### config.mk
export PLATFORM = sky130hd
export DESIGN_NAME = tccw_blink
export DESIGN_NICKNAME = d
export VERILOG_FILES = /design/src/rtl/tccw_pkg.sv /design/src/rtl/tccw_blink.sv
export SDC_FILE = /design/constraint.sdc
export NUM_CORES = 1
export LEC_CHECK = 0
export BUFFER_PORTS_ARGS = -buffer_cell sky130_fd_sc_hd__buf_2
export CAP_MARGIN = 20
export CORE_MARGIN = 2
export CORE_UTILIZATION = 55
export DETAILED_ROUTE_END_ITERATION = 10
export GPL_TIMING_DRIVEN = 0
export PLACE_DENSITY = 0.74
export SETUP_SLACK_MARGIN = 0.5
export SKIP_CTS_REPAIR_TIMING = 1
export SLEW_MARGIN = 20
export SYNTH_ARGS = -nofsm -noshare
export SYNTH_HDL_FRONTEND = slang
export SYNTH_SLANG_ARGS = --single-unit
### constraint.sdc
create_clock -name clk -period 4.1 [get_ports clk]
set_input_delay 0.205 -clock clk [delete_from_list [all_inputs] [get_ports clk]]
set_output_delay 0.205 -clock clk [all_outputs]
set_load 0.005 [all_outputs]
### src/rtl/tccw_pkg.sv
// tccw_pkg: types and constants shared by the text console cell writer
// no dependencies; imported by every module of the block
`default_nettype none

package tccw_pkg;

  localparam int ADDR_W  = 11;
  localparam int CFG_W   = 32;
  localparam int CHAR_W  = 8;
  localparam int ATTR_W  = 8;
  localparam int IVAL_W  = 32;

  localparam logic [CHAR_W-1:0] CH_NUL        = 8'h00;
  localparam logic [CHAR_W-1:0] CH_BS         = 8'h08;
  localparam logic [CHAR_W-1:0] CH_TAB        = 8'h09;
  localparam logic [CHAR_W-1:0] CH_NL         = 8'h0A;
  localparam logic [CHAR_W-1:0] CH_CR         = 8'h0D;
  localparam logic [CHAR_W-1:0] CH_SPACE      = 8'h20;
  localparam logic [CHAR_W-1:0] CH_UNDERSCORE = 8'h5F;

  localparam logic [ATTR_W-1:0] COLOR_RESET = 8'd15;
  localparam logic [IVAL_W-1:0] BLINK_RESET = 32'd250;

  typedef enum logic {
    REG_COLOR = 1'b0,
    REG_BLINK = 1'b1
  } reg_idx_t;

  typedef enum logic [1:0] {
    OP_CHAR  = 2'd0,
    OP_LEFT  = 2'd1,
    OP_RIGHT = 2'd2,
    OP_TICK  = 2'd3
  } op_t;

  typedef struct packed {
    logic [ATTR_W-1:0] attr;
    logic [CHAR_W-1:0] code;
  } cell_t;

  typedef enum logic [2:0] {
    CUR_HOLD,
    CUR_ADV,
    CUR_RET,
    CUR_NL,
    CUR_CR
  } cur_op_t;

  typedef struct packed {
    logic tick_inc;
    logic last_clear;
    logic last_take;
  } blink_cmd_t;

  typedef enum logic [2:0] {
    ST_IDLE,
    ST_TAB,
    ST_BS2,
    ST_BLINK,
    ST_SHOW,
    ST_MOVE_RD,
    ST_MOVE_SET
  } state_t;

endpackage

`default_nettype wire

### src/rtl/tccw_blink.sv
// tccw_blink: tick counter and last blink time with the blink interval compare
// uses tccw_pkg
`default_nettype none

module tccw_blink #(
  parameter int TICK_BITS = 32
) (
  input  wire logic                          clk,
  input  wire logic                          rst,
  input  wire tccw_pkg::blink_cmd_t          cmd,
  input  wire logic [tccw_pkg::IVAL_W-1:0]   interval,
  output logic                               pass,
  output logic                               pass_zero
);
  import tccw_pkg::*;

  localparam int CMP_W = (TICK_BITS > IVAL_W) ? TICK_BITS : IVAL_W;

  logic [TICK_BITS-1:0] tick_count;
  logic [TICK_BITS-1:0] last_blink;
  logic [TICK_BITS-1:0] age;

  assign age       = tick_count - last_blink;
  assign pass      = CMP_W'(age) >= CMP_W'(interval);
  // age as if the last blink time were zero
  assign pass_zero = CMP_W'(tick_count) >= CMP_W'(interval);

  always_ff @(posedge clk) begin
    if (rst) begin
      tick_count <= '0;
      last_blink <= '0;
    end else begin
      if (cmd.tick_inc) begin
        tick_count <= tick_count + TICK_BITS'(1);
      end
      if (cmd.last_clear) begin
        last_blink <= '0;
      end else if (cmd.last_take) begin
        last_blink <= tick_count;
      end
    end
  end

endmodule

`default_nettype wire
* After elaboration in Yosys (flattened, before gate mapping) *
Cells that the tools add are included.

cells by class
  $add $sub $neg = 2
  magnitude comparators = 2
  reduce and logical (&&, ||, !) cells = 1

operator list
  operator                 number
  $ge A32 B32 Y1           2
  $add A32 B1 Y32 const B  1
  $sub A32 B32 Y32         1
  $reduce_or A2 Y1         1

storage, ports and cells
  register bits = 64
  input bits = 37
  output and inout bits = 2

* Depth between registers and ports, before layout *
Gate-level depths: netlist (run 1).

  word-level depth = 2
  mapped depth = 19
  gate-level depth less buffers = 19

* Least setup slack after synthesis (run 1) *
No wires, ideal clock.

  path kind = register to output
  start point = reg tick_count[0]
  end point = out pass
  arrival time = 3.240 ns
  path slack = 0.655 ns
  cell stages (with the launch flop) = 20
  path through = dfxtp_1 -> inv_1 -> ha_1 -> inv_1 -> fa_1 -> a211oi_2 -> o21ai_1 -> a21boi_1 -> a21oi_1 -> nor2_2 -> o31ai_2 -> xor2_1 -> ha_1 -> a21o_1 -> a21o_1 -> a21oi_1 -> nor3_1 -> a211oi_1 -> o21ai_0 -> a21o_1

between the ends
  word-level cells in the longest chain between the ends = 2

RTL lines
  what                    line              source
  from (decl)             tccw_blink.sv:19  logic [TICK_BITS-1:0] tick_count;
  from (signal assigned)  tccw_blink.sv:34  tick_count <= tick_count + TICK_BITS'(1);
  $sub A32 B32 Y32        tccw_blink.sv:23  assign age = tick_count - last_blink;
  $ge A32 B32 Y1          tccw_blink.sv:24  assign pass = CMP_W'(age) >= CMP_W'(interval);
  to (decl)               tccw_blink.sv:12  output logic pass,

No other way between the ends.

* Final worst setup path (run 1) *
  start point = reg tick_count[8]
  end point = out pass

The elaborated chain is that of the path after synthesis.

==> impl_metrics.env, run 1 <==
export IMPL_viasPerCell=5.84
export IMPL_ys_seq_area_frac=0.221
export IMPL_rsz0062_at_grt="true"
export IMPL_end_kind="primary output"
export IMPL_place_congestion=0.964
export IMPL_clock_sinks=64
export IMPL_avgSynthCellArea_um2=8.22
export IMPL_cts_tree="built"
export IMPL_wire_per_inst_um=16.5
export IMPL_leakagePower_nw=3.45
export IMPL_status="finished, violations left"
export IMPL_num_antenna_cells=0
export IMPL_timing_final_crit_share=1.01
export IMPL_core_area_um2=10300
export IMPL_clk_latency_ps=350
export IMPL_htreeDepth=3
export IMPL_drt_iter0_markers=356
export IMPL_start_util=0.563
export IMPL_path_common_cell="a21o_1"
export IMPL_final_util=0.664
export IMPL_dp_cells=876
export IMPL_hold_class="input port to flip-flop"
export IMPL_tightest_slew_ps=756
export IMPL_mostFrequentLayoutCell="ha_1"
export IMPL_maxCapViolCount=0
export IMPL_ys_ff_latch=64
export IMPL_drive_gt1_frac=0.187
export IMPL_synthFlopType="dfxtp_1"
export IMPL_critPathMaxStageDelay_ps=370
export IMPL_max_freq_ghz=0.241
export IMPL_fill_cells=866
export IMPL_slowest_stage="dfxtp_2"
export IMPL_path_class="flip-flop to primary output"
export IMPL_drc_errors=0
export IMPL_area_growth_pct=17.8
export IMPL_fin_ws_ps=-47.3
export IMPL_startpoint_type="flip-flop"
export IMPL_path_clk_slew_ps=80
export IMPL_fin_cells=912
export IMPL_cp_top_family="compound AO/OA/AOI/OAI gates"
export IMPL_synth_edff_count=0
export IMPL_hold_violations=0
export IMPL_grt_max_degree=14
export IMPL_min_period_ps=4150
export IMPL_path_cells="ha_1, buf_6, a21o_1, o21bai_4, a31oi_4, o41ai_4, buf_6, a21o_1, buf_4, xor2_1, ha_1, a21o_1, a21o_1, a21oi_2, nor3_2, a211oi_2, o21ai_1, a21o_1, buf_2"
export IMPL_powerDensity_nw_per_um2=232
export IMPL_syn_nets=838
export IMPL_crit_buf_inv=4
export IMPL_cts_root_buf="clkbuf_8"
export IMPL_ys_async_sr_fraction=0
export IMPL_die_area_um2=11400
export IMPL_cts_buffers=9
export IMPL_grt_overflow=0
export IMPL_most_common_layout_cells="ha_1, nor2_1, inv_1"
export IMPL_portBuffers=36
export IMPL_rows=37
export IMPL_grt_first_pass_wirelength_um=23500
export IMPL_setup_viol=1
export IMPL_grtUsageTotal=0.258
export IMPL_die_h_um=107
export IMPL_worstPathRequired_ps=3890
export IMPL_crit_arrival_ps=3940
export IMPL_tns_ps=-47.3
export IMPL_synth_distinct_cells=60
export IMPL_antenna_found_initial=0
export IMPL_irDropWorstVdd_mv=0.186
export IMPL_via_count=5327
export IMPL_ant_nets=0
export IMPL_die_w_um=107
export IMPL_first_global_vias=5040
export IMPL_yosys_warnings=0
export IMPL_routed_wl_um=15000
export IMPL_synth_area_um2=5790
export IMPL_violations="setup timing"
export IMPL_fin_nets=905
export IMPL_skew_ps=12.6
export IMPL_slew_limit_headroom=0.496
export IMPL_ios=39
export IMPL_clk_path_buf_depth=2
export IMPL_drtPass1Iterations=5
export IMPL_final_max_slew_viol_count=0
export IMPL_critPathMaxFanout=7
export IMPL_hpwl_um=11300
export IMPL_synthCells=704
## synth_stat cells (3+ instances only)
library cell	instances	share of area
a21oi_1	44	0.038
a211oi_1	7	0.0091
nand2_1	37	0.024
a21o_1	43	0.056
and2_1	3	0.0032
xor2_1	31	0.047
inv_1	73	0.047
nand4_1	27	0.029
xnor2_1	23	0.035
or3_1	6	0.0065
clkbuf_1	11	0.0071
a21oi_2	3	0.0045
nor2b_1	5	0.0054
o211ai_1	3	0.0039
ha_1	96	0.21
buf_1	3	0.0019
and4_1	5	0.0076
o21ai_0	23	0.020
nand2b_1	4	0.0043
nor2_1	76	0.049
nand3_1	14	0.012
a31oi_1	7	0.0076
dfxtp_1	64	0.22
buf_6	3	0.0058
and3_1	4	0.0043
mux2i_1	34	0.059
nor4_1	3	0.0032
nor3_1	7	0.0061
o21ai_1	4	0.0035
## final cells by class
cell class              count  area, um2  share of cell area
well taps                 136        170              0.0249
repair buffers             56        338              0.0495
plain buffers              20        106              0.0156
flip-flops and latches     64       1300               0.191
inverters                  73        277              0.0405
clock buffers               9        124              0.0182
multi-input cells         547       4400               0.645
clock inverters             7        104              0.0152
## report_power, final
group          switching, mW  internal (mW)
logic                  0.169          0.160
registers            0.00529          0.624
clock network          0.274          0.350
total                  0.448           1.13
## cells by family (layout without fill, tap and decap cells)
group,count (synthesis),in the layout,synth area share
AO/OA/AOI/OAI,164,164,0.197
multiplexers,34,34,0.0588
AND/OR/NAND/NOR,198,198,0.165
buffers and inverters,93,165,0.0657
adder cells (fa/ha/maj),97,97,0.211
flip-flops,64,64,0.221
XOR/XNOR,54,54,0.0817
## metal layers
metal / up-vias / wire length [um] / track usage
li1: 2629 / - / -
met4: 0 / 530 / 0.106
met3: 34 / 769 / 0.0389
met5: - / 0 / 0
met2: 159 / 7090 / 0.420
met1: 2505 / 6630 / 0.343
## final timing paths
| kind | startpoint | to | slack, ps | cells after the start |
|---|---|---|---|---|
| setup / recovery | tick_count[8] | pass | -50 | 19 |
| hold / removal | cmd[2] | tick_count[0] | 180 | 3 |
| setup reg to reg | tick_count[1] | tick_count[28] | 1680 | 10 |
| hold reg to reg | last_blink[26] | last_blink[26] | 500 | 2 |
## sequential cells by signal, summed over array words and instances, names as in the netlist
signal      count
last_blink     32
tick_count     32
## stage by stage
stage	power [mW]	hold slack (ps)	cell area, um2	setup WS, ps
floorplan	0.828	353	5790	655
global placement	0.891	474	6140	-207
detailed placement	0.901	479	6140	-246
CTS	1.52	162	6370	-636
global route	1.65	191	6820	-198
finish	1.58	179	6820	-47.3
## tightest hold or removal path, stage by stage
cell and delay, ps:
buf_2 140, xnor2_1 80, nor2_1 70
No activity file was read; power rests on OpenSTA's default activity.
==> run 2: changes to the inputs <==
Settings changed: ABC_AREA set to 1, PLACE_DENSITY 0.74 to 0.73.
==> run 2 against run 1 <==
Worst hold slack gained 25 ps. Setup slack gained 750 ps. Sequential share of layout area shrank 1.8 points. Sequential cell count is the same. Sequential power grew 2%. Via count grew 29%. Die area grew 16%. The flow now finishes without violations. Largest power group is now the clock network. First-iteration DRC count shrank 3.1%. Largest cell class unchanged. Core utilization shrank 4.4 points. Count of clock-buffer cells in the layout is the same. Clock skew shrank 7.4 ps.
==> impl_metrics.env, run 2 <==
export IMPL_start_util=0.561
export IMPL_synth_distinct_cells=31
export IMPL_synth_most_common_cell="nand2_1"
export IMPL_ys_ff_latch=64
export IMPL_leakagePower_nw=4.08
export IMPL_irDropWorstVdd_mv=0.250
export IMPL_cts_tree="built"
export IMPL_portBuffers=36
export IMPL_grt_max_degree=13
export IMPL_hpwl_um=15000
export IMPL_worstPathRequired_ps=3890
export IMPL_cp_top_family="simple AND/OR/NAND/NOR gates"
export IMPL_path_common_cell="nand2_1"
export IMPL_startpoint_type="flip-flop"
export IMPL_viasPerCell=5.11
export IMPL_hold_violations=0
export IMPL_timing_final_crit_share=0.828
export IMPL_cts_buffers=9
export IMPL_multi_input_area_um2=4520
export IMPL_setup_viol=0
export IMPL_via_count=6855
export IMPL_die_area_um2=13200
export IMPL_yosys_warnings=0
export IMPL_crit_arrival_ps=3190
export IMPL_path_clk_slew_ps=60
export IMPL_max_freq_ghz=0.294
export IMPL_routed_wl_um=17700
export IMPL_synth_area_um2=6740
export IMPL_drive_gt1_frac=0.0703
export IMPL_path_class="flip-flop to primary output"
export IMPL_rows=40
export IMPL_die_w_um=115
export IMPL_syn_nets=1273
export IMPL_min_period_ps=3400
export IMPL_final_max_slew_viol_count=0
export IMPL_yosysTopAreaCell="nand2_1"
export IMPL_clock_sinks=64
export IMPL_synthFlopType="dfxtp_1"
export IMPL_synth_top_area_frac=0.197
export IMPL_maxCapViolCount=0
export IMPL_grt_first_pass_wirelength_um=28600
export IMPL_wire_per_inst_um=13.2
export IMPL_core_area_um2=12000
export IMPL_htreeDepth=3
export IMPL_synth_edff_count=0
export IMPL_crit_buf_inv=3
export IMPL_drt_iter0_markers=345
export IMPL_drtPass1Iterations=5
export IMPL_grtUsageTotal=0.277
export IMPL_top_regs="last_blink: 32 flops, tick_count: 32 flops"
export IMPL_tns_ps=0
export IMPL_fill_cells=1266
export IMPL_path_cells="inv_2, ha_1, inv_1, fa_2, nand3_1, nand3_1, nand2_1, nand2_1, nand2_1, nand2_1, nand2_1, nand2_1, nand2_1, nand2_1, ha_1, nand2_1, nor2_1, nand4_1, nor2_1, nand2_1, nand2_1, buf_2"
export IMPL_dpl_cell_area_um2=7100
export IMPL_mostFrequentLayoutCell="nand2_1"
export IMPL_grt_overflow=0
export IMPL_place_congestion=0.938
export IMPL_drc_errors=0
export IMPL_final_seq_area_um2=1280
export IMPL_clk_path_buf_depth=2
export IMPL_cts_root_buf="clkbuf_16"
export IMPL_postLayoutCellArea_um2=7440
export IMPL_critPathMaxFanout=4
export IMPL_antenna_found_initial=0
export IMPL_fin_nets=1324
export IMPL_rsz0062_at_grt="false"
export IMPL_ios=39
export IMPL_die_h_um=115
export IMPL_slowest_stage="fa_2"
export IMPL_ant_nets=0
export IMPL_critPathMaxStageDelay_ps=400
export IMPL_area_growth_pct=10.4
export IMPL_ys_seq_area_frac=0.190
export IMPL_status="finished, final reports clean"
export IMPL_synth_common_cells="nand2_1, inv_1, nor2_1"
export IMPL_num_antenna_cells=0
export IMPL_skew_ps=5.27
export IMPL_ys_async_sr_fraction=0
export IMPL_synthCells=1139
export IMPL_synth_area_leaders="nand2_1, dfxtp_1, ha_1"
export IMPL_first_global_vias=6238
export IMPL_end_kind="primary output"
export IMPL_avgSynthCellArea_um2=5.92
export IMPL_powerDensity_nw_per_um2=255
export IMPL_slew_limit_headroom=0.630
export IMPL_most_common_layout_cells="nand2_1, inv_1, nor2_1"
export IMPL_clk_latency_ps=340
export IMPL_hold_class="input port to flip-flop"
export IMPL_tightest_slew_ps=555
-- run 2: changes by cell type in the layout (fill, tap and decap cells not counted), moves of 31 or more --
| cell | previous run | this run |
|---|---|---|
| a21o_1 | 43 | 1 |
| a21oi_1 | 36 | 67 |
| mux2i_1 | 34 | 0 |
| nor2_1 | 76 | 129 |
| inv_1 | 70 | 232 |
| nand2_1 | 35 | 352 |
| nand3_1 | 14 | 45 |
-- run 2: worst register-to-register path: stages (launching register included) --
cell and delay, ps:
dfxtp_1 530, ha_1 250, inv_1 60, nor2_1 260, nand2_1 210, nor2_1 240, nand2_1 120, nor3_1 150
nor3_1 70
-- run 2: logic make-up after synthesis --
kind of cell,Yosys count,synth area share
AO/OA/AOI/OAI,124,0.106
AND/OR/NAND/NOR,585,0.357
buffers and inverters,249,0.139
XOR/XNOR,20,0.0260
adder cells (fa/ha/maj),97,0.181
flip-flops,64,0.190
-- run 2: final timing paths --
kind                       start              to  slack, ps  cells past startpoint
setup reg to reg   tick_count[1]  tick_count[14]       2090                      8
hold / removal            cmd[2]  tick_count[27]        200                      3
setup / recovery   tick_count[0]            pass        700                     22
hold reg to reg   last_blink[23]  last_blink[23]        470                      2
-- run 2: area by class of cell --
type,instances,share of cell area
sequential,64,0.173
clock inverter,7,0.00959
multi-input combinational,826,0.608
clock buffer,9,0.0303
inverter,234,0.118
buffer,15,0.00824
timing repair buffer,40,0.0283
tap,147,0.0247
-- run 2: through the flow --
step	power, mW	util	hold slack, ps	cells	worst slack, ps
CTS	1.90	0.616	198	1338	509
floorplan	1.02	-	348	1139	1470
detailed placement	1.14	0.591	461	1322	896
finish	1.90	0.619	204	1342	704
global route	2.01	0.619	227	1342	501
global placement	1.13	0.591	459	1322	880
-- run 2: report_power, final --
group          internal (mW)  switching [mW]  leakage, nW
logic                  0.186           0.309         3.42
registers              0.634         0.00799        0.520
clock network          0.470           0.294        0.138
-- run 2: per-layer routing --
metal  global-route usage  share of wire  vias to the layer above  routed length, um
li1                     -              -                     3648                  -
met1                0.378           0.50                     3046               8880
met2                0.463           0.44                      136               7730
met3               0.0259          0.040                       25                702
met4               0.0916          0.021                        0                363
met5                    0              0                        -                  0
==> run 3: changes to the inputs <==
Clock period 4.1 ns to 3.25 ns, I/O delays scaled along.
==> run 3 against run 2 <==
Setup slack lost 580 ps. Wire length grew 4.8%. Largest cell class unchanged. Sequential power increased by 25%. Die area unchanged. Via count up 2.1%. Clock power up 26%. Critical path type unchanged. Non-clock buffer count increased by 8. Final area increased by 5.7%. Combinational power is 43% higher. Sequential cell count stayed put. First-iteration DRC count rose by 12%.
==> impl_metrics.env, run 3 (synthesis gave the netlist of run 2 again) <==
export IMPL_top_regs="last_blink: 32 flops, tick_count: 32 flops"
export IMPL_fin_ws_ps=120
export IMPL_core_area_um2=12000
export IMPL_hold_class="input port to flip-flop"
export IMPL_maxCapViolCount=0
export IMPL_die_area_um2=13200
export IMPL_skew_ps=4.34
export IMPL_rows=40
export IMPL_hpwl_um=15000
export IMPL_grt_max_degree=13
export IMPL_post_place_ws_ps=88.5
export IMPL_clk_path_buf_depth=2
export IMPL_cts_root_buf="clkbuf_16"
export IMPL_final_max_slew_viol_count=0
export IMPL_fin_nets=1332
export IMPL_clock_power_share=0.388
export IMPL_max_freq_ghz=0.319
export IMPL_tns_ps=0
export IMPL_worstPathRequired_ps=3090
export IMPL_ant_nets=0
export IMPL_status="finished, final reports clean"
export IMPL_pwr_share_comb=0.287
export IMPL_critPathMaxStageDelay_ps=390
export IMPL_grt_overflow=0
export IMPL_setup_viol=0
export IMPL_htreeDepth=3
export IMPL_clk_latency_ps=340
export IMPL_wire_per_inst_um=13.7
export IMPL_antenna_found_initial=0
export IMPL_die_w_um=115
export IMPL_ios=39
export IMPL_r2r_end="tick_count[14]"
export IMPL_drtPass1Iterations=6
export IMPL_cts_buffers=9
export IMPL_drc_errors=0
export IMPL_die_h_um=115
export IMPL_area_growth_pct=16.7
export IMPL_powerDensity_nw_per_um2=314
export IMPL_via_count=6999
export IMPL_min_to="tick_count[27]"
export IMPL_startpoint_type="flip-flop"
export IMPL_viasPerCell=5.18
export IMPL_r2r_cells=8
export IMPL_p_int_mw=1.66
export IMPL_mostFrequentLayoutCell="nand2_1"
export IMPL_end_kind="primary output"
export IMPL_path_clk_slew_ps=60
export IMPL_reg2reg_from="tick_count[1]"
export IMPL_grt_first_pass_wirelength_um=28600
export IMPL_slew_limit_headroom=0.636
export IMPL_leakagePower_nw=4.17
export IMPL_swShare=0.327
export IMPL_drive_gt1_frac=0.148
export IMPL_slowest_stage="fa_2"
export IMPL_path_class="flip-flop to primary output"
export IMPL_worstHoldPathCells=3
export IMPL_rsz0062_at_grt="true"
export IMPL_power_mw=2.47
export IMPL_num_antenna_cells=0
export IMPL_critPathMaxFanout=4
export IMPL_most_common_layout_cells="nand2_1, inv_1, nor2_1"
export IMPL_hold_start="cmd[2]"
export IMPL_start_util=0.561
export IMPL_clock_sinks=64
export IMPL_irDropWorstVdd_mv=0.290
export IMPL_p_switching_mw=0.810
export IMPL_path_common_cell="nand2_1"
export IMPL_seq_power_share=0.325
export IMPL_timing_final_crit_share=0.963
export IMPL_crit_arrival_ps=2970
export IMPL_min_period_ps=3130
export IMPL_path_cells="inv_4, ha_4, inv_4, fa_2, buf_4, nand2_1, nand3_2, nand2_2, nand2_4, nand2_1, nand2_1, nand2_1, nand2_1, ha_1, nand2_1, nor2_1, nand4_1, nor2_1, nand2_1, nand2_1, buf_2"
export IMPL_routed_wl_um=18500
export IMPL_grtUsageTotal=0.277
export IMPL_tightest_slew_ps=546
export IMPL_first_global_vias=6238
export IMPL_drt_iter0_markers=385
export IMPL_cts_tree="built"
export IMPL_place_congestion=0.938
export IMPL_hold_violations=0
export IMPL_portBuffers=36
export IMPL_r2r_slack_ps=1320
export IMPL_final_util=0.655
-- run 3: area by class of cell --
type	count	area [um2]
Fill cell	1182	4150
Timing Repair Buffer	48	270
Buffer	15	67.6
Clock inverter	7	71.3
Sequential cell	64	1340
Multi-Input combinational cell	826	4820
Inverter	234	883
Tap cell	147	184
Clock buffer	9	225
-- run 3: stage by stage --
stage,hold slack [ps],instances,area [um2]
2_1_floorplan,305,1139,6740
3_3_place_gp,459,1322,7100
3_5_place_dp,461,1322,7100
4_1_cts,155,1338,7400
5_1_grt,185,1350,7860
6_report,160,1350,7860
-- run 3: critical path: cells and delay by family (launching register included) --
kind / cells / cell delay (ps)
and+or+nand+nor: 14 / 1070
buffers and inverters: 4 / 380
DFF: 1 / 340
adders and majority gates: 3 / 820
-- run 3: worst max path at each step --
stage                        from   end  slack, ps
floorplan           tick_count[0]  pass        660
global placement    tick_count[0]  pass         70
detailed placement  tick_count[0]  pass         90
CTS                 tick_count[0]  pass       -300
global route        tick_count[0]  pass        -30
finish              tick_count[0]  pass        120
-- run 3: per-layer routing --
metal	GRT usage	share of wire	vias up	wire length (um)
li1	-	-	3666	-
met1	0.378	0.48	3158	8920
met2	0.463	0.45	143	8400
met3	0.0259	0.042	32	770
met4	0.0916	0.023	0	422
met5	0	0	-	0
-- run 3: power by group through the flow --
stage                     Sequential (mW)  Clock [mW]  Combinational, mW
after floorplan                     0.823           0              0.460
after global placement              0.825           0              0.602
after detailed placement            0.826           0              0.616
after CTS                           0.809       0.973              0.620
after global routing                0.805        1.00              0.810
final                               0.804       0.960              0.709
