## src/rtl/tccw_pkg.sv

```systemverilog
// tccw_pkg: types and constants shared by the text console cell writer
// no dependencies; imported by every module of the block
`default_nettype none

package tccw_pkg;

  localparam int ADDR_W  = 11;
  localparam int CFG_W   = 32;
  localparam int CHAR_W  = 8;
  localparam int ATTR_W  = 8;
  localparam int IVAL_W  = 32;

  localparam logic [CHAR_W-1:0] CH_NUL        = 8'h00;
  localparam logic [CHAR_W-1:0] CH_BS         = 8'h08;
  localparam logic [CHAR_W-1:0] CH_TAB        = 8'h09;
  localparam logic [CHAR_W-1:0] CH_NL         = 8'h0A;
  localparam logic [CHAR_W-1:0] CH_CR         = 8'h0D;
  localparam logic [CHAR_W-1:0] CH_SPACE      = 8'h20;
  localparam logic [CHAR_W-1:0] CH_UNDERSCORE = 8'h5F;

  localparam logic [ATTR_W-1:0] COLOR_RESET = 8'd15;
  localparam logic [IVAL_W-1:0] BLINK_RESET = 32'd250;

  typedef enum logic {
    REG_COLOR = 1'b0,
    REG_BLINK = 1'b1
  } reg_idx_t;

  typedef enum logic [1:0] {
    OP_CHAR  = 2'd0,
    OP_LEFT  = 2'd1,
    OP_RIGHT = 2'd2,
    OP_TICK  = 2'd3
  } op_t;

  typedef struct packed {
    logic [ATTR_W-1:0] attr;
    logic [CHAR_W-1:0] code;
  } cell_t;

  typedef enum logic [2:0] {
    CUR_HOLD,
    CUR_ADV,
    CUR_RET,
    CUR_NL,
    CUR_CR
  } cur_op_t;

  typedef struct packed {
    logic tick_inc;
    logic last_clear;
    logic last_take;
  } blink_cmd_t;

  typedef enum logic [2:0] {
    ST_IDLE,
    ST_TAB,
    ST_BS2,
    ST_BLINK,
    ST_SHOW,
    ST_MOVE_RD,
    ST_MOVE_SET
  } state_t;

endpackage

`default_nettype wire

```

## src/rtl/tccw_cursor.sv

```systemverilog
// tccw_cursor: cursor column and row with advance, retreat, newline, return
// produces the cell address of the cursor; uses tccw_pkg
`default_nettype none

module tccw_cursor #(
  parameter int COLUMNS = 80,
  parameter int ROWS    = 25
) (
  input  wire logic                                clk,
  input  wire logic                                rst,
  input  wire tccw_pkg::cur_op_t                   cmd,
  output logic [$clog2(COLUMNS)-1:0]               col,
  output logic [$clog2(ROWS*COLUMNS)-1:0]          addr,
  output logic                                     at_line_end
);
  import tccw_pkg::*;

  localparam int CW = $clog2(COLUMNS);
  localparam int RW = $clog2(ROWS);
  localparam int AW = $clog2(ROWS * COLUMNS);

  logic [RW-1:0] row, row_next, row_down;
  logic [CW-1:0] col_next;
  logic          at_last_row;

  assign at_line_end = (col == CW'(COLUMNS - 1));
  assign at_last_row = (row == RW'(ROWS - 1));
  assign row_down    = at_last_row ? row : row + RW'(1);
  assign addr        = AW'(row) * AW'(COLUMNS) + AW'(col);

  always_comb begin
    col_next = col;
    row_next = row;
    unique case (cmd)
      CUR_HOLD: ;
      CUR_ADV: begin
        if (at_line_end) begin
          col_next = '0;
          row_next = row_down;
        end else begin
          col_next = col + CW'(1);
        end
      end
      CUR_RET: begin
        if (col != '0) begin
          col_next = col - CW'(1);
        end else if (row != '0) begin
          col_next = CW'(COLUMNS - 1);
          row_next = row - RW'(1);
        end
      end
      CUR_NL: begin
        col_next = '0;
        row_next = row_down;
      end
      CUR_CR: col_next = '0;
      default: ;
    endcase
  end

  always_ff @(posedge clk) begin
    if (rst) begin
      col <= '0;
      row <= '0;
    end else begin
      col <= col_next;
      row <= row_next;
    end
  end

endmodule

`default_nettype wire

```

## config.mk

```make
export PLATFORM = sky130hd
export DESIGN_NAME = tccw_cursor
export DESIGN_NICKNAME = d
export VERILOG_FILES = /design/src/rtl/tccw_pkg.sv /design/src/rtl/tccw_cursor.sv
export SDC_FILE = /design/constraint.sdc
export NUM_CORES = 1
export LEC_CHECK = 0
export BUFFER_PORTS_ARGS = -buffer_cell sky130_fd_sc_hd__buf_2
export CAP_MARGIN = 20
export CELL_PAD_IN_SITES_DETAIL_PLACEMENT = 0
export CELL_PAD_IN_SITES_GLOBAL_PLACEMENT = 1
export CORE_MARGIN = 4
export CORE_UTILIZATION = 44
export CTS_CLUSTER_DIAMETER = 60
export CTS_CLUSTER_SIZE = 8
export DETAILED_ROUTE_END_ITERATION = 8
export GPL_TIMING_DRIVEN = 0
export PLACE_DENSITY_LB_ADDON = 0.3
export SLEW_MARGIN = 20
export SYNTH_ARGS = -nofsm -noshare
export SYNTH_HDL_FRONTEND = slang
export SYNTH_SLANG_ARGS = --single-unit
```

## constraint.sdc

```tcl
create_clock -name clk -period 3.7 [get_ports clk]
set_clock_uncertainty 0.2 [all_clocks]
set_input_delay 0.185 -clock clk [delete_from_list [all_inputs] [get_ports clk]]
set_output_delay 0.185 -clock clk [all_outputs]
set_load 0.005 [all_outputs]
```

### Word level (Yosys, flattened, before mapping)

Cells that the tools add are included.

| word-level totals | value |
|---|---|
| output and inout bits | 19 |
| register bits | 12 |

| operators by class | value |
|---|---|
| $add $sub $neg | 5 |
| equal/unequal tests | 10 |
| reduce and logical (&&, ||, !) cells | 7 |
| mux-type cells | 9 |
| multipliers | 1 |

Operators with widths:

| cell | number |
|---|---|
| 7-bit 2-to-1 mux | 3 |
| 7-bit case mux with 3 select lines | 1 |
| 5-bit 2-to-1 mux | 4 |
| 5-bit case mux with 3 select lines | 1 |
| 11-bit by 7-bit adder with 11-bit output | 1 |
| 7-bit by 1-bit adder with 7-bit output, second input constant | 1 |
| 7-bit == test, second input constant | 1 |
| 5-bit by 3-bit multiplier with 7-bit output, second input constant | 1 |
| 7-bit nonzero test | 1 |
| 7-bit by 1-bit subtractor with 7-bit output, second input constant | 1 |
| 3-bit by 2-bit == test with 1-bit output, second input constant | 2 |
| 2-bit inequality test, second input constant | 3 |
| 3-bit nonzero test | 2 |
| 5-bit by 1-bit adder with 5-bit output, second input constant | 1 |
| 5-bit == test, second input constant | 1 |
| 5-bit nonzero test | 1 |
| 5-bit by 1-bit subtractor with 5-bit output, second input constant | 1 |
| 4-bit AND reduction | 1 |
| 3-bit by 1-bit == test with 1-bit output, second input constant | 1 |
| 3-bit == test, second input constant | 1 |
| 3-bit inequality test, second input constant | 1 |
| 2-bit AND reduction | 1 |
| 2-bit OR reduction | 1 |

### Longest topological paths before layout

Gate-level depths: netlist of the first run.

| depth | value |
|---|---|
| depth after elaboration | 4 |
| depth in mapped cells | 9 |
| mapped depth without buffers | 9 |

### Least setup slack after synthesis of the first run

No wires, ideal clock.

| timing | value |
|---|---|
| path type | reg-to-output |
| start | register row[1] |
| end | output port addr[10] |
| arrival time | 1923 ps |
| path buffers | 0 |
| cell stages (with the launch flop) | 8 |
| slack | 1392 ps |
| cell sequence | dfxtp_1 -> ha_1 -> ha_1 -> fa_1 -> xor2_1 -> nand3_1 -> xnor2_1 -> xnor2_1 |

| on the way | value |
|---|---|
| longest elaborated chain between the ends | 2 |

RTL lines:

| element | line | source |
|---|---|---|
| start: declaration | tccw_cursor.sv:22 | `logic [RW-1:0] row, row_next, row_down;` |
| start signal: assignment | tccw_cursor.sv:67 | `row <= row_next;` |
| 5-bit by 3-bit multiplier with 7-bit output | tccw_cursor.sv:29 | `assign addr = AW'(row) * AW'(COLUMNS) + AW'(col);` |
| 11-bit by 7-bit adder with 11-bit output | tccw_cursor.sv:29 |  |
| end: declaration | tccw_cursor.sv:13 | `output logic [$clog2(ROWS*COLUMNS)-1:0] addr,` |

No other way between the ends.

### Worst setup path after layout of the first run

Ends and elaborated chain as after synthesis.

==> flow_summary.json, run 1 <==
{
  "final_util_pct": 53.4,
  "place.gp.congestion": 0.832,
  "grt_pass1_vias": 1166,
  "grt_max_degree": 11,
  "max_stage_delay_ns": 0.50,
  "antenna_found_initial": 0,
  "synth_seq_cells": 12,
  "hold_viol": 0,
  "synthArstFlopShare_pct": 0,
  "detail-route-antenna-nets": 0,
  "path_class": "reg -> out",
  "synth-edff-count": 0,
  "drc": 0,
  "clk_pin_slew_ns": 0.09,
  "setup_tns_ns": 0,
  "status": "finished, final reports clean",
  "hp-class": "in -> reg",
  "p_sw_share_pct": 35.9,
  "slew_headroom_pct": 65.9,
  "finalNetCount": 204,
  "rsz0062_at_grt": "false",
  "fmax_mhz": 352,
  "grt-ovfl-total": 0,
  "cp-end-kind": "output pin",
  "setup_viol": 0,
  "drv_cap": 0,
  "avgRoutedWirePerCell_um": 14.3,
  "num_io_pins": 24,
  "ir_drop_uv": 233,
  "fillers": 275,
  "crit_start": "row[1]",
  "cp_top_family": "adder cells",
  "htreeDepth": 1,
  "n_antenna_cell": 0,
  "syn_nets": 175,
  "powerDensity_nw_per_um2": 284,
  "synth_top_area_share_pct": 18.7,
  "clkLatencyLatePin_ns": 0.28,
  "tightest_slew_ns": 0.511,
  "crit_buf_inv": 1,
  "drtIter0Drc": 39,
  "grt_pass1_wl_mm": 5.17,
  "port_buffers": 23,
  "cts_tree": "done",
  "power_switching_mw": 0.151,
  "cts_buffer_depth": 2,
  "yosys-top-cells-area": "dfxtp_1 19%, ha_1 15%, a21oi_1 5.5%",
  "p_seq_share_pct": 35.8,
  "synth_cells": 152,
  "ctsResizeCount": 0,
  "layout-drive-gt1-share_pct": 23.9,
  "p_int_mw": 0.270,
  "drv_slew": 0,
  "hold_start": "cmd[2]",
  "die_x_um": 62.0,
  "cp_max_fo": 7,
  "core_area_um2": 2780,
  "cts_sinks": 12,
  "critPathSlowestCell": "dfxtp_1",
  "yosys_most_used_dff": "dfxtp_1",
  "viasPerCell": 5.94,
  "yosysMostFrequentCell": "ha_1",
  "period_share_pct": 76.9,
  "drt_first_pass_iters": 4,
  "yosys-top-cells-count": "15 x ha_1, 14 x a21oi_1, 14 x nor2_1",
  "period_minus_slack_ns": 2.84,
  "die_height_um": 62.0,
  "required_ns": 3.31,
  "pwr-share-clk_pct": 25.9,
  "rows": 19,
  "via_count": 1254,
  "netlist_area_um2": 1280,
  "hpwl_mm": 2.31,
  "finalPower_mw": 0.421,
  "root_buffer": "clkbuf_4",
  "cp_cell_sequence": "ha_1 > ha_1 > fa_1 > xor2_1 > nand3_1 > xnor2_1 > xnor2_1 > buf_2",
  "postCtsHoldBufs": 1,
  "start_util_pct": 46.2,
  "start_kind": "register",
  "grt_usage_pct": 17.7,
  "p_leak_nw": 0.763,
  "drt_wl_total_mm": 3.03,
  "p_comb_share_pct": 38.3,
  "area_growth_syn_to_layout_pct": 15.6,
  "timing.rr.start": "col[0]",
  "die_area_um2": 3850,
  "synth_warnings": 0,
  "synth.distinct_cells": 45,
  "critical_path_arrival_ns": 2.46,
  "cts_setup_buffers": 0,
  "cts_buffers": 3,
  "syn_avg_cell_area_um2": 8.45,
  "ys_seq_area_share_pct": 18.7,
  "synth_top_area_cell": "dfxtp_1"
}
[flip-flops by register name, indices dropped and copies added, names as in the netlist]
signal  flops
col         7
row         5
[routing by layer]
metal	vias up	routed length (um)	GRT usage [%]
met5	-	0	0
met4	0	29	5.15
met3	5	200	2.48
met2	43	1480	29.7
met1	584	1320	23.6
li1	622	-	-
[metrics by stage]
step	cells	setup slack (ns)	area, um2	hold slack, ns
finish	211	0.856	1480	0.207
global route	211	0.657	1480	0.238
CTS	211	0.825	1480	0.213
detailed placement	206	1.12	1440	0.181
global placement	206	1.17	1440	0.179
floorplan	152	1.39	1280	0.0571
[final timing paths]
check / end / slack, ns / depth (start not counted)
worst min-delay path: col[1] / 0.21 / 3
worst max register to register: col[0] / 1.19 / 8
worst min register to register: row[4] / 0.39 / 2
worst max-delay path: addr[10] / 0.86 / 8
[worst reg2reg max path, stage by stage, from the launching register on]
cell,delay [ns]
dfxtp_1,0.39
clkbuf_1,0.32
inv_1,0.14
ha_1,0.22
nor2b_1,0.15
and4_1,0.22
o221ai_2,0.41
a21oi_1,0.13
a311oi_1,0.24
[power by group through the flow]
stage	Sequential (mW)	Clock, mW	Combinational [mW]
floorplan	0.152	0	0.116
global placement	0.153	0	0.156
detailed placement	0.154	0	0.158
CTS	0.151	0.110	0.161
global route	0.153	0.118	0.182
finish	0.151	0.109	0.161
[cell families (layout without fill, tap and decap cells)]
logic type / Yosys count / in the layout / synth area share [%]
buffers and inverters: 16 / 44 / 6.82
AO/OA/AOI/OAI: 45 / 45 / 24.3
flip-flops: 12 / 12 / 18.7
XOR/XNOR: 11 / 11 / 7.50
AND/OR/NAND/NOR: 47 / 47 / 21.1
adder cells (fa/ha/maj): 18 / 18 / 19.3
multiplexers: 3 / 3 / 2.34
[area by class of cell]
class | instances | area, um2 | area share (%)
multi-input cells | 124 | 956 | 64.4
clock buffers | 4 | 36.3 | 2.45
repair buffers | 24 | 125 | 8.43
flip-flops and latches | 12 | 240 | 16.2
plain buffers | 11 | 68.8 | 4.64
well taps | 31 | 38.8 | 2.61
inverters | 5 | 18.8 | 1.26
[layout by cell type (no fill, tap or decap), types with 4 or more instances in the layout]
master / count
o21ai_0: 7
nand3_1: 5
inv_1: 5
xor2_1: 6
xnor2_1: 5
nor3_1: 4
dfxtp_1: 12
buf_4: 5
ha_1: 15
a21o_1: 4
nand2_1: 8
clkbuf_1: 4
nor2_1: 14
a311oi_1: 5
a21oi_1: 14
buf_2: 24
No activity file was read; power rests on OpenSTA's default activity.
==> inputs of run 2 (changes only) <==
Settings changed: ABC_AREA set to 1, CORE_UTILIZATION 44 to 40.
Clock period 3.7 ns to 2.9 ns, I/O delays scaled along.
==> flow_summary.json, run 2 <==
{
  "status": "finished, final reports clean",
  "setup_viol": 0,
  "pre_cts_ws_ns": 0.398,
  "htreeDepth": 1,
  "synth_compound_area_share_pct": 7.02,
  "synth_top_area_cell": "dfxtp_1",
  "top_register": "col",
  "clk_pin_slew_ns": 0.07,
  "netlist_area_um2": 1430,
  "synth_cells": 210,
  "yosysMostFrequentCell": "nand2_1",
  "cp_max_fo": 6,
  "hold_viol": 0,
  "final_cells": 284,
  "cp-end-kind": "output pin",
  "layout-drive-gt1-share_pct": 21.8,
  "ir_drop_uv": 218,
  "synth_xor_area_share_pct": 9.21,
  "required_ns": 2.56,
  "slew_headroom_pct": 76.7,
  "cts_setup_buffers": 0,
  "grt_pass1_vias": 1269,
  "cts_buffer_depth": 2,
  "rsz0062_at_grt": "false",
  "synth_top_area_share_pct": 16.8,
  "timing.hold.ws_ns": 0.150,
  "clkLatencyLatePin_ns": 0.28,
  "yosys-top-cells-area": "dfxtp_1 17%, ha_1 13%, nand2_1 13%",
  "drv_slew": 0,
  "antenna_found_initial": 0,
  "syn_avg_cell_area_um2": 6.79,
  "area_growth_syn_to_layout_pct": 15.4,
  "final_util_pct": 48.6,
  "synthArstFlopShare_pct": 0,
  "yosys.area_share.simple_pct": 39.8,
  "layout_common_cells": "49 x nand2_1, 28 x nor2_1, 25 x inv_1, 23 x buf_2, 16 x nand3_1",
  "setup_tns_ns": 0,
  "powerDensity_nw_per_um2": 362,
  "start_util_pct": 42.1,
  "drt_wl_total_mm": 3.08,
  "viasPerCell": 4.57,
  "reg.largest.list": "col (7), row (5)",
  "drv_cap": 0,
  "synth_top_family_by_area": "simple AND/OR/NAND/NOR gates",
  "port_buffers": 23,
  "die_x_um": 67.7,
  "grt_pass1_wl_mm": 5.38,
  "root_buffer": "clkbuf_4",
  "largest_reg_flops": 7,
  "critical_path_arrival_ns": 2.34,
  "crit_end": "addr[10]",
  "via_count": 1299,
  "place.gp.congestion": 0.767,
  "cts_tree": "done",
  "tightest_slew_ns": 0.349,
  "fmax_mhz": 373,
  "core_area_um2": 3390,
  "grt_max_degree": 10,
  "p_leak_nw": 0.874,
  "finalNetCount": 262,
  "finalPower_mw": 0.597,
  "synthAdderAreaFrac_pct": 17.4,
  "reg2reg_depth": 8,
  "grt-ovfl-total": 0,
  "ys_seq_area_share_pct": 16.8,
  "start_kind": "register",
  "period_minus_slack_ns": 2.68,
  "die_area_um2": 4590,
  "synth.distinct_cells": 25,
  "final_area_um2": 1650,
  "drc": 0,
  "path_class": "reg -> out",
  "drtIter0Drc": 17,
  "syn_nets": 233,
  "timing.rr.start": "col[1]",
  "timing.rr.end": "row[0]",
  "placed_cells": 279,
  "avgRoutedWirePerCell_um": 10.8,
  "yosys_most_used_dff": "dfxtp_1",
  "die_height_um": 67.7,
  "drt_first_pass_iters": 4,
  "cts_sinks": 12,
  "final_common_cell": "nand2_1",
  "synth_warnings": 0,
  "placed_area_um2": 1600,
  "period_share_pct": 92.5,
  "synth-edff-count": 0,
  "cts_buffers": 3,
  "num_io_pins": 24,
  "yosys-top-cells-count": "49 x nand2_1, 28 x nor2_1, 25 x inv_1",
  "crit_start": "row[3]",
  "hpwl_mm": 2.51,
  "rrSetupSlack_ns": 1.11,
  "synth_seq_cells": 12,
  "hp-class": "in -> reg",
  "rows": 21,
  "detail-route-antenna-nets": 0,
  "timing.final.ws_setup_ns": 0.218,
  "n_antenna_cell": 0,
  "grt_usage_pct": 15.4,
  "synthMuxAreaShare_pct": 0
}
[run 2: changes by cell type after synthesis, moves of 5 or more]
cell      before  now
nand2_1        8   49
inv_1          5   25
nor2_1        14   28
nand3_1        5   16
xor2_1         6   12
a311oi_1       5    0
nor2_4         0    5
[run 2: metal layers]
metal	wire length (um)	share of wire, %	track usage, %	up-vias
met1	1460	48	19.0	564
li1	-	-	-	718
met4	18	0.58	3.80	0
met2	1480	48	26.9	15
met3	111	3.6	3.16	2
met5	0	0	0	-
[run 2: kinds of logic (layout without fill, tap and decap cells)]
family / Yosys count / after routing
AOI/OAI and AO/OA: 18 / 18
xor gates and xnor gates: 15 / 15
adders and majority gates: 18 / 18
buffers and inverters: 31 / 59
DFF: 12 / 12
and+or+nand+nor: 116 / 116
[run 2: critical path, cell delays in order (launching register included)]
cell,delay [ns]
dfxtp_1,0.48
ha_1,0.29
ha_1,0.23
fa_1,0.51
inv_1,0.07
nor3_1,0.23
xnor2_1,0.14
buf_2,0.12
[run 2: report_power, final]
part           switching (mW)  leakage, nW  total [mW]  internal, mW
logic                   0.144        0.754       0.253         0.110
registers              0.0273       0.0990       0.207         0.180
clock network          0.0603       0.0210       0.137        0.0764
total                   0.231        0.874       0.597         0.366
[run 2: timing repair]
item,4_1_cts,5_1_grt
resized for setup,0,1
endpoints found under the setup margin,0,1
hold buffers,1,0
hold endpoints to repair,5,0
[run 2: worst min-delay path by stage]
stage	from	endpoint	slack, ns	depth (start not counted)
after floorplan	rst	row[0]	0.01	1
after global routing	cmd[2]	row[3]	0.18	6
after global placement	rst	row[4]	0.19	2
final	cmd[2]	row[1]	0.15	6
after detailed placement	rst	row[3]	0.19	2
after CTS	cmd[2]	row[2]	0.15	6
[run 2: cell type report]
cell class / instances / area, um2
plain buffers: 5 / 41.3
clock buffers: 4 / 36.3
fillers: 349 / 1740
inverters: 26 / 97.6
multi-input cells: 167 / 1050
flip-flops and latches: 12 / 241
well taps: 46 / 57.6
repair buffers: 24 / 125
==> inputs of run 3 (changes only) <==
Settings changed: ABC_AREA 1 to not set, CORE_UTILIZATION 40 to 41.
==> flow_summary.json, run 3 (synthesis results as in run 1) <==
{
  "finalPower_mw": 0.500,
  "p_leak_nw": 0.757,
  "timing.rr.start": "col[0]",
  "num_io_pins": 24,
  "port_buffers": 23,
  "ir_drop_uv": 141,
  "multi_input_area_um2": 956,
  "status": "finished, final reports clean",
  "grt_pass1_vias": 1132,
  "fillers": 311,
  "htreeDepth": 1,
  "drv_slew": 0,
  "slew_headroom_pct": 66.7,
  "cts_sinks": 12,
  "viasPerCell": 5.46,
  "timing.rr.end": "col[0]",
  "via_count": 1218,
  "timing.final.ws_setup_ns": 0.168,
  "final_common_cell": "buf_2",
  "clkLatencyLatePin_ns": 0.27,
  "grt_pass1_wl_mm": 5.26,
  "period_share_pct": 94.2,
  "cp_max_fo": 6,
  "root_buffer": "clkbuf_4",
  "critical_path_arrival_ns": 2.39,
  "crit_start": "row[3]",
  "layout_common_cells": "24 x buf_2, 15 x ha_1, 14 x a21oi_1, 14 x nor2_1, 11 x dfxtp_1",
  "place.gp.congestion": 0.812,
  "reg2reg_depth": 8,
  "finalNetCount": 204,
  "drv_cap": 0,
  "avgRoutedWirePerCell_um": 13.1,
  "antenna_found_initial": 0,
  "rsz0062_at_grt": "false",
  "grt_usage_pct": 15.9,
  "n_antenna_cell": 0,
  "start_util_pct": 42.4,
  "die_x_um": 64.0,
  "cts_buffers": 3,
  "cts_tree": "done",
  "hp-class": "in -> reg",
  "grt-ovfl-total": 0,
  "register_area_um2": 241,
  "detail-route-antenna-nets": 0,
  "tightest_slew_ns": 0.499,
  "cts_setup_buffers": 0,
  "placed_area_um2": 1450,
  "top_register": "col",
  "final_area_um2": 1490,
  "grt_max_degree": 11,
  "drt_wl_total_mm": 2.92,
  "drc": 0,
  "drt_first_pass_iters": 4,
  "drtIter0Drc": 51,
  "cp-end-kind": "output pin",
  "hold_start": "cmd[2]",
  "clk_pin_slew_ns": 0.07,
  "die_area_um2": 4090,
  "largest_reg_flops": 7,
  "setup_viol": 0,
  "hold_viol": 0,
  "cts_buffer_depth": 2,
  "core_area_um2": 3030,
  "min_path_cells": 3,
  "min_to": "col[1]",
  "fmax_mhz": 366,
  "reg.largest.list": "col (7), row (5)",
  "start_kind": "register",
  "setup_tns_ns": 0,
  "rows": 20,
  "final_util_pct": 49.1,
  "powerDensity_nw_per_um2": 336,
  "die_height_um": 64.0,
  "area_growth_syn_to_layout_pct": 15.9,
  "rrSetupSlack_ns": 0.42,
  "required_ns": 2.56,
  "path_class": "reg -> out",
  "layout-drive-gt1-share_pct": 24.0,
  "hpwl_mm": 2.34,
  "pre_cts_ws_ns": 0.346,
  "period_minus_slack_ns": 2.73
}
run 3: changes by cell type in the layout (fill, tap and decap cells not counted), moves of 5 or more:
cell / delta
a311oi_1: +5
nand3_1: -11
nor2_1: -14
nand2_1: -41
inv_1: -20
xor2_1: -6
nor2_4: -5
run 3: what timing repair did:
item | CTS | global route
endpoints found under the hold margin | 2 | 0
endpoints found under the setup margin | 0 | 1
gates resized for setup | 0 | 1
hold buffers | 1 | 0
run 3: critical path, stage by stage (launching register included):
cell and delay (ns):
dfxtp_1 0.45, ha_1 0.28, ha_1 0.23, fa_1 0.39, xor2_1 0.21, nand3_1 0.12
xnor2_1 0.17, xnor2_1 0.13, buf_2 0.12
run 3: report_power, final:
| group | internal, mW | switching (mW) |
|---|---|---|
| combinational | 0.0923 | 0.112 |
| clock | 0.0481 | 0.0556 |
| sequential | 0.176 | 0.0164 |
run 3: area by class of cell:
cell class,instances,share of cell area [%]
inverter,5,1.26
buffer,11,4.63
sequential,12,16.2
clock buffer,3,1.51
multi-input combinational,124,64.3
timing repair buffer,24,8.41
tap,44,3.70
run 3: worst max path at each step:
stage                     cells after the start  endpoint
after global routing                          8  addr[10]
final                                         8  addr[10]
after detailed placement                      8  addr[10]
after CTS                                     8  addr[10]
after floorplan                               7  addr[10]
after global placement                        8  addr[10]
run 3: stage by stage:
| step | hold WS (ns) | std cells |
|---|---|---|
| 2_1_floorplan | 0.0171 | 152 |
| 3_3_place_gp | 0.133 | 219 |
| 3_5_place_dp | 0.142 | 219 |
| 5_1_grt | 0.212 | 223 |
| 6_report | 0.213 | 223 |
| 4_1_cts | 0.194 | 223 |
run 3: per-layer routing:
metal | GRT usage [%] | vias to the layer above | share of wire, % | wire (um)
met3 | 2.81 | 5 | 5.3 | 155
met5 | 0 | - | 0 | 0
met4 | 5.66 | 0 | 1.6 | 47
li1 | - | 618 | - | -
met2 | 24.8 | 34 | 45 | 1310
met1 | 21.8 | 561 | 48 | 1400
